**config.mk**
```make
export PLATFORM = sky130hd
export DESIGN_NAME = line_rasterizer
export DESIGN_NICKNAME = d
export VERILOG_FILES = /design/src/hdl/lr_pkg.sv /design/src/hdl/line_rasterizer.sv
export SDC_FILE = /design/constraint.sdc
export NUM_CORES = 1
export LEC_CHECK = 0
export ABC_AREA = 1
export BUFFER_PORTS_ARGS = -buffer_cell sky130_fd_sc_hd__buf_4
export CORE_UTILIZATION = 63
export DETAILED_ROUTE_END_ITERATION = 6
export HOLD_SLACK_MARGIN = 0.03
export PLACE_DENSITY_LB_ADDON = 0.15
export RECOVER_POWER = 100
export SYNTH_ARGS = -nofsm -noshare
export SYNTH_HDL_FRONTEND = slang
export SYNTH_SLANG_ARGS = --single-unit
```
**constraint.sdc**
```tcl
create_clock -name clk -period 6.61 [get_ports clk]
set_input_delay 0.9915 -clock clk [delete_from_list [all_inputs] [get_ports clk]]
set_output_delay 0.9915 -clock clk [all_outputs]
set_load 0.01 [all_outputs]
```
**src/hdl/lr_pkg.sv**
```systemverilog
// constants and codes for the line rasterizer
// no dependencies
package lr_pkg;

    localparam int COORD_BITS_DEF = 12;
    localparam int SCREEN_BITS    = 11;
    localparam int ADDR_BITS      = 20;
    localparam int COLOR_BITS     = 8;
    localparam int CFG_IDX_BITS   = 2;

    localparam logic [SCREEN_BITS-1:0] WIDTH_RESET  = 11'd320;
    localparam logic [SCREEN_BITS-1:0] HEIGHT_RESET = 11'd200;

    localparam logic [CFG_IDX_BITS-1:0] REG_SCREEN_WIDTH  = 2'd0;
    localparam logic [CFG_IDX_BITS-1:0] REG_SCREEN_HEIGHT = 2'd1;

    localparam logic OP_START = 1'b0;
    localparam logic OP_STEP  = 1'b1;

endpackage

```
**src/hdl/line_rasterizer.sv**
```systemverilog
// line rasterizer top level: bresenham stepping, clipping and address generation
// depends on lr_pkg
//
//  channel | direction | handshake            | payload
//  in      | input     | in_valid / in_ready  | opcode, start_x, start_y, end_x_in, end_y_in,
//          |           |                      | pen_color
//  out     | output    | out_valid / out_ready| write_enable, pixel_address, pixel_x, pixel_y,
//          |           |                      | pixel_color, last_pixel
//  cfg     | input     | cfg_valid / cfg_ready| cfg_index, cfg_data
//
// one request per cycle while in_ready is high; a step request's pixel is registered for out
// the address multiplier sits between the coordinate registers and the output register
// a two-entry output buffer lets one more request in while the output is stalled;
// in_ready drops only while both entries are full
// asynchronous active-low reset: idle, screen 320 x 200, no line active
module line_rasterizer #(
    parameter int COORD_BITS = lr_pkg::COORD_BITS_DEF
) (
    input  logic                              clk,
    input  logic                              rst_n,
    input  logic                              in_valid,
    output logic                              in_ready,
    input  logic                              opcode,
    input  logic signed [COORD_BITS-1:0]      start_x,
    input  logic signed [COORD_BITS-1:0]      start_y,
    input  logic signed [COORD_BITS-1:0]      end_x_in,
    input  logic signed [COORD_BITS-1:0]      end_y_in,
    input  logic [lr_pkg::COLOR_BITS-1:0]     pen_color,
    output logic                              out_valid,
    input  logic                              out_ready,
    output logic                              write_enable,
    output logic [lr_pkg::ADDR_BITS-1:0]      pixel_address,
    output logic signed [COORD_BITS-1:0]      pixel_x,
    output logic signed [COORD_BITS-1:0]      pixel_y,
    output logic [lr_pkg::COLOR_BITS-1:0]     pixel_color,
    output logic                              last_pixel,
    input  logic                              cfg_valid,
    output logic                              cfg_ready,
    input  logic [lr_pkg::CFG_IDX_BITS-1:0]   cfg_index,
    input  logic [lr_pkg::SCREEN_BITS-1:0]    cfg_data
);
    import lr_pkg::*;

    localparam int ERR_W  = COORD_BITS + 2;
    localparam int E2_W   = ERR_W + 1;
    localparam int DIFF_W = COORD_BITS + 1;
    localparam int EXT_W  = ((COORD_BITS > SCREEN_BITS) ? COORD_BITS : SCREEN_BITS) + 1;
    localparam int PROD_W = ((COORD_BITS + SCREEN_BITS + 1) > ADDR_BITS) ?
                            (COORD_BITS + SCREEN_BITS + 1) : ADDR_BITS;

    // configuration
    logic [SCREEN_BITS-1:0] width_reg, height_reg;

    // line state
    logic signed [COORD_BITS-1:0] cur_x_reg, cur_y_reg, end_x_reg, end_y_reg;
    logic signed [COORD_BITS-1:0] cur_x_next, cur_y_next, end_x_next, end_y_next;
    logic [COORD_BITS-1:0]        delta_x_reg, delta_y_reg, delta_x_next, delta_y_next;
    logic                         step_x_neg_reg, step_y_neg_reg;
    logic                         step_x_neg_next, step_y_neg_next;
    logic signed [ERR_W-1:0]      err_reg, err_next;
    logic [COLOR_BITS-1:0]        color_reg, color_next;
    logic                         active_reg, active_next;

    // output buffer
    logic                         out_valid_reg, skid_valid_reg;
    logic                         we_reg, last_reg, skid_we_reg, skid_last_reg;
    logic [ADDR_BITS-1:0]         addr_reg, skid_addr_reg;
    logic signed [COORD_BITS-1:0] px_reg, py_reg, skid_px_reg, skid_py_reg;
    logic [COLOR_BITS-1:0]        pcol_reg, skid_pcol_reg;

    logic                         accept, start_go, step_go;
    logic                         on_screen, at_end, move_x, move_y;
    logic [ADDR_BITS-1:0]         addr_calc;
    logic signed [EXT_W-1:0]      x_ext, y_ext, w_ext, h_ext;
    logic [PROD_W-1:0]            prod;
    logic signed [E2_W-1:0]       e2, dx_ext, dy_ext, err_sum;
    logic signed [DIFF_W-1:0]     diff_x, diff_y;

    assign in_ready  = !skid_valid_reg;
    assign cfg_ready = 1'b1;
    assign accept    = in_valid && in_ready;
    assign start_go  = accept && (opcode == OP_START);
    assign step_go   = accept && (opcode == OP_STEP) && active_reg;

    // pixel result from current state
    assign x_ext  = EXT_W'(cur_x_reg);
    assign y_ext  = EXT_W'(cur_y_reg);
    assign w_ext  = $signed(EXT_W'(width_reg));
    assign h_ext  = $signed(EXT_W'(height_reg));
    assign on_screen = (x_ext >= 0) && (y_ext >= 0) && (x_ext < w_ext) && (y_ext < h_ext);
    assign at_end = (cur_x_reg == end_x_reg) && (cur_y_reg == end_y_reg);
    assign prod   = PROD_W'($unsigned(cur_y_reg)) * PROD_W'(width_reg)
                    + PROD_W'($unsigned(cur_x_reg));
    assign addr_calc = on_screen ? prod[ADDR_BITS-1:0] : '0;

    // bresenham decisions
    assign e2     = {err_reg, 1'b0};
    assign dx_ext = $signed(E2_W'(delta_x_reg));
    assign dy_ext = $signed(E2_W'(delta_y_reg));
    assign move_x = e2 > -dy_ext;
    assign move_y = e2 < dx_ext;
    assign err_sum = E2_W'(err_reg) - (move_x ? dy_ext : E2_W'(0))
                     + (move_y ? dx_ext : E2_W'(0));

    // start setup
    assign diff_x = DIFF_W'(end_x_in) - DIFF_W'(start_x);
    assign diff_y = DIFF_W'(end_y_in) - DIFF_W'(start_y);

    always_comb
    begin
        cur_x_next      = cur_x_reg;
        cur_y_next      = cur_y_reg;
        end_x_next      = end_x_reg;
        end_y_next      = end_y_reg;
        delta_x_next    = delta_x_reg;
        delta_y_next    = delta_y_reg;
        step_x_neg_next = step_x_neg_reg;
        step_y_neg_next = step_y_neg_reg;
        err_next        = err_reg;
        color_next      = color_reg;
        active_next     = active_reg;
        if (start_go)
        begin
            cur_x_next      = start_x;
            cur_y_next      = start_y;
            end_x_next      = end_x_in;
            end_y_next      = end_y_in;
            delta_x_next    = (diff_x < 0) ? COORD_BITS'(-diff_x) : COORD_BITS'(diff_x);
            delta_y_next    = (diff_y < 0) ? COORD_BITS'(-diff_y) : COORD_BITS'(diff_y);
            step_x_neg_next = !(diff_x > 0);
            step_y_neg_next = !(diff_y > 0);
            err_next        = $signed(ERR_W'(delta_x_next)) - $signed(ERR_W'(delta_y_next));
            color_next      = pen_color;
            active_next     = 1'b1;
        end
        else if (step_go)
        begin
            if (at_end)
            begin
                active_next = 1'b0;
            end
            else
            begin
                err_next = ERR_W'(err_sum);
                if (move_x)
                begin
                    cur_x_next = step_x_neg_reg ? cur_x_reg - COORD_BITS'(1)
                                                : cur_x_reg + COORD_BITS'(1);
                end
                if (move_y)
                begin
                    cur_y_next = step_y_neg_reg ? cur_y_reg - COORD_BITS'(1)
                                                : cur_y_reg + COORD_BITS'(1);
                end
            end
        end
    end

    always_ff @(posedge clk or negedge rst_n)
    begin
        if (!rst_n)
        begin
            width_reg      <= WIDTH_RESET;
            height_reg     <= HEIGHT_RESET;
            cur_x_reg      <= '0;
            cur_y_reg      <= '0;
            end_x_reg      <= '0;
            end_y_reg      <= '0;
            delta_x_reg    <= '0;
            delta_y_reg    <= '0;
            step_x_neg_reg <= 1'b0;
            step_y_neg_reg <= 1'b0;
            err_reg        <= '0;
            color_reg      <= '0;
            active_reg     <= 1'b0;
        end
        else
        begin
            if (cfg_valid && cfg_ready)
            begin
                case (cfg_index)
                    REG_SCREEN_WIDTH:  width_reg  <= cfg_data;
                    REG_SCREEN_HEIGHT: height_reg <= cfg_data;
                    default: ;
                endcase
            end
            cur_x_reg      <= cur_x_next;
            cur_y_reg      <= cur_y_next;
            end_x_reg      <= end_x_next;
            end_y_reg      <= end_y_next;
            delta_x_reg    <= delta_x_next;
            delta_y_reg    <= delta_y_next;
            step_x_neg_reg <= step_x_neg_next;
            step_y_neg_reg <= step_y_neg_next;
            err_reg        <= err_next;
            color_reg      <= color_next;
            active_reg     <= active_next;
        end
    end

    // output buffer control
    always_ff @(posedge clk or negedge rst_n)
    begin
        if (!rst_n)
        begin
            out_valid_reg  <= 1'b0;
            skid_valid_reg <= 1'b0;
        end
        else if (out_valid_reg && !out_ready)
        begin
            if (step_go)
            begin
                skid_valid_reg <= 1'b1;
            end
        end
        else if (skid_valid_reg)
        begin
            out_valid_reg  <= 1'b1;
            skid_valid_reg <= 1'b0;
        end
        else
        begin
            out_valid_reg <= step_go;
        end
    end

    // output buffer payload
    always_ff @(posedge clk)
    begin
        if (out_valid_reg && !out_ready)
        begin
            if (step_go)
            begin
                skid_we_reg   <= on_screen;
                skid_addr_reg <= addr_calc;
                skid_px_reg   <= cur_x_reg;
                skid_py_reg   <= cur_y_reg;
                skid_pcol_reg <= color_reg;
                skid_last_reg <= at_end;
            end
        end
        else if (skid_valid_reg)
        begin
            we_reg   <= skid_we_reg;
            addr_reg <= skid_addr_reg;
            px_reg   <= skid_px_reg;
            py_reg   <= skid_py_reg;
            pcol_reg <= skid_pcol_reg;
            last_reg <= skid_last_reg;
        end
        else if (step_go)
        begin
            we_reg   <= on_screen;
            addr_reg <= addr_calc;
            px_reg   <= cur_x_reg;
            py_reg   <= cur_y_reg;
            pcol_reg <= color_reg;
            last_reg <= at_end;
        end
    end

    assign out_valid     = out_valid_reg;
    assign write_enable  = we_reg;
    assign pixel_address = addr_reg;
    assign pixel_x       = px_reg;
    assign pixel_y       = py_reg;
    assign pixel_color   = pcol_reg;
    assign last_pixel    = last_reg;

endmodule

```
Word level (Yosys, flattened, before mapping) --
Cells that the tools add are included.
Storage, ports and cells: register bits 229, latch bits 0, RAM bits 0, ROM bits 0, bits of input ports 75, output and inout bits 57, word-level logic and storage cells 121, memories 0
Cells by class: add/sub/neg operators 13, multiply operators 1, divide/modulo/power cells 0, magnitude comparators 10, equality and inequality tests 5, shift operators 0, muxes and demuxes 36, bitwise logic cells 2, reductions and logical operators 27
Operator list (number):
- 12-bit 2-to-1 mux | 18
- 20-bit 2-to-1 mux | 3
- 14-bit 2-to-1 mux | 3
- 12-bit by 12-bit subtractor with 13-bit output | 3
- 13-bit by 1-bit greater-than comparator with 1-bit output (second input constant) | 2
- 13-bit by 1-bit < comparator with 1-bit output (second input constant) | 2
- 12-bit by 2-bit adder with 12-bit output (second input constant) | 2
- 12-bit == test | 2
- 12-bit by 1-bit greater-or-equal comparator with 1-bit output (second input constant) | 2
- 12-bit < comparator | 2
- 12-bit negation | 2
- 12-bit by 2-bit subtractor with 12-bit output (second input constant) | 2
- 20-bit by 12-bit adder with 20-bit output | 1
- 12-bit by 11-bit multiplier with 20-bit output | 1
- 8-bit 2-to-1 mux | 2
- 15-bit greater-than comparator | 1
- 15-bit by 13-bit < comparator with 1-bit output | 1
- 12-bit negation with 15-bit output | 1
- 14-bit by 13-bit adder with 14-bit output | 1
- 14-bit by 13-bit subtractor with 14-bit output | 1
- 2-bit AND reduction | 6
- 1-bit 2-to-1 mux | 10
- 2-bit nonzero test | 5
- 1-bit logical AND | 9
- 6 further kinds | 12

Logic depth before layout (Yosys ltp) --
depth in word-level cells 8, mapped depth 33

Least setup slack after synthesis --
OpenSTA, ideal clock, no wires.
path kind reg-to-reg, start register width_reg[8], end register addr_reg[13], in the netlist pixel_address[13] (data pin), data arrival time 4924 ps, required time 6357 ps, setup slack 1433 ps, cell stages (with the launch flop) 20, buffers on the path 1, period minus slack after synthesis 5177 ps, cells stage by stage dfstp_2 clkbuf_1 nand2_1 fa_1 fa_1 inv_1 fa_1 fa_1 inv_1 fa_1 inv_1 ha_1 a21oi_1 a21boi_0 nand2_1 a31oi_1 xor2_1 nor2_1 nand2_1 nand2_1
On the way: word-level cells in the longest chain between the ends 6, elaborated cells between the ends (all ways) 8, classes of those cells add/sub: 1; mul: 1; order compare: 1; mux: 3; reduce/logical: 2
Ends and longest elaborated chain:
- start: declaration | line line_rasterizer.sv:52 | logic [SCREEN_BITS-1:0] width_reg, height_reg;
- start signal: assignment | line line_rasterizer.sv:182 | REG_SCREEN_WIDTH: width_reg <= cfg_data;
- branches (longest 3 deep; another with 12-bit by 11-bit multiplier with 20-bit output)
- 20-bit 2-to-1 mux * | line line_rasterizer.sv:94 | assign addr_calc = on_screen ? prod[ADDR_BITS-1:0] : '0;
- net addr_calc[13] | line line_rasterizer.sv:73 | logic [ADDR_BITS-1:0] addr_calc;
- 20-bit 2-to-1 mux * | line line_rasterizer.sv:251 | else if (step_go)
- 20-bit 2-to-1 mux * | line line_rasterizer.sv:242 | else if (skid_valid_reg)
- end signal: assignment | line line_rasterizer.sv:245 | addr_reg <= skid_addr_reg;
- end signal: assignment | line line_rasterizer.sv:254 | addr_reg <= addr_calc;
- end: declaration | line line_rasterizer.sv:67 | logic [ADDR_BITS-1:0] addr_reg, skid_addr_reg;
Mark *: on every way through the listed nets, which the timed path passes. The select of a mux whose other input is x is not followed. A chain may end at the register's enable or synchronous reset.

Worst setup path after layout --
start register cur_y_reg[0], end register addr_reg[13], in the netlist pixel_address[13] (data pin)
On the way: word-level cells in the longest chain between the ends 7, elaborated cells between the ends (all ways) 10, classes of those cells add/sub: 1; mul: 1; order compare: 2; mux: 3; reduce/logical: 3
Ends and longest elaborated chain:
- start: declaration | line line_rasterizer.sv:55 | logic signed [COORD_BITS-1:0] cur_x_reg, cur_y_reg, end_x_reg, end_y_reg;
- start signal: assignment | line line_rasterizer.sv:188 | cur_y_reg <= cur_y_next;
- branches (longest 4 deep; another with 12-bit by 11-bit multiplier with 20-bit output)
- 20-bit 2-to-1 mux * | line line_rasterizer.sv:94
- net addr_calc[13] | line line_rasterizer.sv:73
- 20-bit 2-to-1 mux * | line line_rasterizer.sv:251
- 20-bit 2-to-1 mux * | line line_rasterizer.sv:242
Marks and branches as above.

==> impl_metrics.env <==
export IMPL_relSlewSlack_pct=-134
export IMPL_required_ps=6890
export IMPL_grt_start_max_net_pins=83
export IMPL_drt_wl_total_um=49500
export IMPL_htree_levels=1
export IMPL_setup_viol=0
export IMPL_synth_ff_type="dfrtp_1"
export IMPL_area_delta_synth_final_pct=8.48
export IMPL_synth_cells=2576
export IMPL_grt_pass1_wl_um=82000
export IMPL_first_global_vias=16590
export IMPL_min_period_over_period_pct=90.0
export IMPL_post_drt_wl_per_cell_um=16.0
export IMPL_nNetsFinal=3025
export IMPL_io_pins=132
export IMPL_critical_path_most_common_cell="fa_1"
export IMPL_status="finished, violations left"
export IMPL_drv_slew=471
export IMPL_seq_area_frac_synth_pct=31.4
export IMPL_clock_skew_ps=15.1
export IMPL_n_fill_cell=2660
export IMPL_ys_ff_latch=229
export IMPL_dieArea_um2=32400
export IMPL_worstMarginPinSlew_ps=3520
export IMPL_cp_cell_sequence="clkbuf_1 > nand2_1 > fa_1 > fa_1 > inv_1 > fa_1 > fa_1 > inv_1 > fa_1 > inv_1 > ha_1 > a21oi_1 > a21boi_0 > nand2_1 > a31oi_1 > xor2_1 > nor2_1 > nand2_1 > nand2_1"
export IMPL_antenna_left=0
export IMPL_ys_warn_count=0
export IMPL_gp_congestion=0.935
export IMPL_min_period_ps=5950
export IMPL_die_x_um=180
export IMPL_hpwl_um=38400
export IMPL_crit_fanout=17
export IMPL_fmax_mhz=168
export IMPL_syn_nets=2933
export IMPL_path_class="register to register"
export IMPL_violations="max-capacitance violations, max-slew violations"
export IMPL_clock_sink_count=229
export IMPL_num_rows=64
export IMPL_cts_tree="done"
export IMPL_cpPeakStageDelay_ps=750
export IMPL_vias=16858
export IMPL_grt_use_total_pct=31.2
export IMPL_async_flop_share_pct=52.8
export IMPL_cts_buffers=26
export IMPL_antenna_found_initial=1
export IMPL_postSynthAreaPerCell_um2=7.75
export IMPL_drtIter0Drc=1192
export IMPL_portBuffers=130
export IMPL_crit_path_start_kind="register"
export IMPL_tns_ps=0
export IMPL_finalHoldViolations=0
export IMPL_ctsHoldBuffers=0
export IMPL_firstDrtPassIters=7
export IMPL_avgViaCountPerCell=5.46
export IMPL_clock_latency_ps=540
export IMPL_core_area_um2=30900
export IMPL_initial_core_util_pct=64.6
export IMPL_die_height_um=180
export IMPL_cts_resized=0
export IMPL_drc=0
export IMPL_min_path_type="register to register"
export IMPL_maxCapViolCount=9
export IMPL_clk_pin_slew_ps=60
export IMPL_ys_types=55
export IMPL_worst_ep_arrival_time_ps=6230
export IMPL_syn_cell_area_um2=20000
export IMPL_cts_root_buf="clkbuf_16"
export IMPL_post_cts_repair_setup_buffers=0
export IMPL_cts_buffer_depth=3
export IMPL_rsz0062_at_grt="false"
export IMPL_synth_edff_count=108
export IMPL_drive_above_1_share_pct=6.70
export IMPL_grt_ovfl_total=0
export IMPL_worstSetupEndpointType="register"
export IMPL_slowest_stage="clkbuf_1"
-- cell usage in the layout (no fill, tap or decap), drive strengths merged, types with 4 or more instances in the layout --
cell and n:
nand2 800, inv 479, ha 166, o21ai 159
nor2 131, nand3 122, fa 116, dfrtp 116
edfxtp 108, clkbuf 105, a21oi 95, buf 72
xor2 47, xnor2 28, nand4 21, nor3 21
a31oi 17, or2 14, a21o 11, nand3b 9
o21bai 9, clkinv 6, dfstp 5, nor4 4
clkinvlp 4
-- final cells by class --
type / instances / area (µm²) / share of cell area [%]
flip-flops and latches: 229 / 6280 / 29.0
well taps: 396 / 495 / 2.29
multi-input cells: 1792 / 11400 / 52.8
diodes: 1 / 2.50 / 0.0116
repair buffers: 141 / 811 / 3.74
inverters: 478 / 1800 / 8.29
clock inverters: 12 / 95.1 / 0.439
clock buffers: 36 / 751 / 3.47
-- logic make-up (layout without fill, tap and decap cells) --
kind of cell               after synthesis  count (layout)  share of synthesized area, %
AOI/OAI and AO/OA                      308             308                          8.71
xor gates and xnor gates                75              75                          3.40
adders and majority gates              282             282                          22.0
and+or+nand+nor                       1126            1126                          23.5
buffers and inverters                  555             667                          10.9
DFF                                    229             229                          31.4
other                                    1               2                        0.0188
-- critical path: cells and delay by family (launching register included) --
kind / cells / cell delay [ps]
adder cells (fa/ha/maj): 6 / 3040
flip-flops: 1 / 320
XOR/XNOR: 1 / 160
AND/OR/NAND/NOR: 5 / 590
buffers and inverters: 4 / 900
AO/OA/AOI/OAI: 3 / 680
-- final timing paths --
| kind | startpoint | end | slack, ps | depth (start not counted) |
|---|---|---|---|---|
| max | cur_y_reg[0] | pixel_address[13] | 660 | 19 |
| min | color_reg[3] | skid_pcol_reg[3] | 480 | 0 |
| max reg2reg | cur_y_reg[0] | pixel_address[13] | 660 | 19 |
| min reg2reg | color_reg[3] | skid_pcol_reg[3] | 480 | 0 |
| max in group asynchronous | rst_n | end_y_reg[5] | 2020 | 2 |
| min in group asynchronous | rst_n | err_reg[3] | 1630 | 1 |
-- layer usage --
layer,vias up,share of wire (%),track usage (%)
met5,-,0,0
met3,113,7.1,4.45
met1,7911,43,42.4
met4,0,3.3,9.78
met2,569,46,52.1
li1,8265,-,-
-- cell usage after synthesis (all sizes together) (17+ instances only) --
cell	number	area share, %
nand2	800	15
inv	476	9.0
ha	166	10
o21ai	159	4.3
nor2	131	2.9
nand3	122	3.1
dfrtp	116	15
fa	116	12
edfxtp	108	16
a21oi	95	2.4
clkbuf	52	0.98
xor2	47	2.2
xnor2	28	1.2
buf	25	0.90
nand4	21	0.66
nor3	21	0.55
a31oi	17	0.53
-- stage by stage --
stage | area [µm²] | cells | utilization [%] | hold slack [ps] | worst slack, ps
finish | 21700 | 3085 | 70.1 | 478 | 661
global route | 21700 | 3084 | 70.1 | 494 | 314
CTS | 22000 | 3084 | 71.2 | 482 | 1110
detailed placement | 21200 | 3036 | 68.5 | 462 | 1110
global placement | 21200 | 3036 | 68.5 | 455 | 1210
floorplan | 20000 | 2576 | - | 447 | 1430
Power is left out: the tool's default activity adds up to more than one toggle a clock period on the data nets, which glitch-free logic cannot reach.
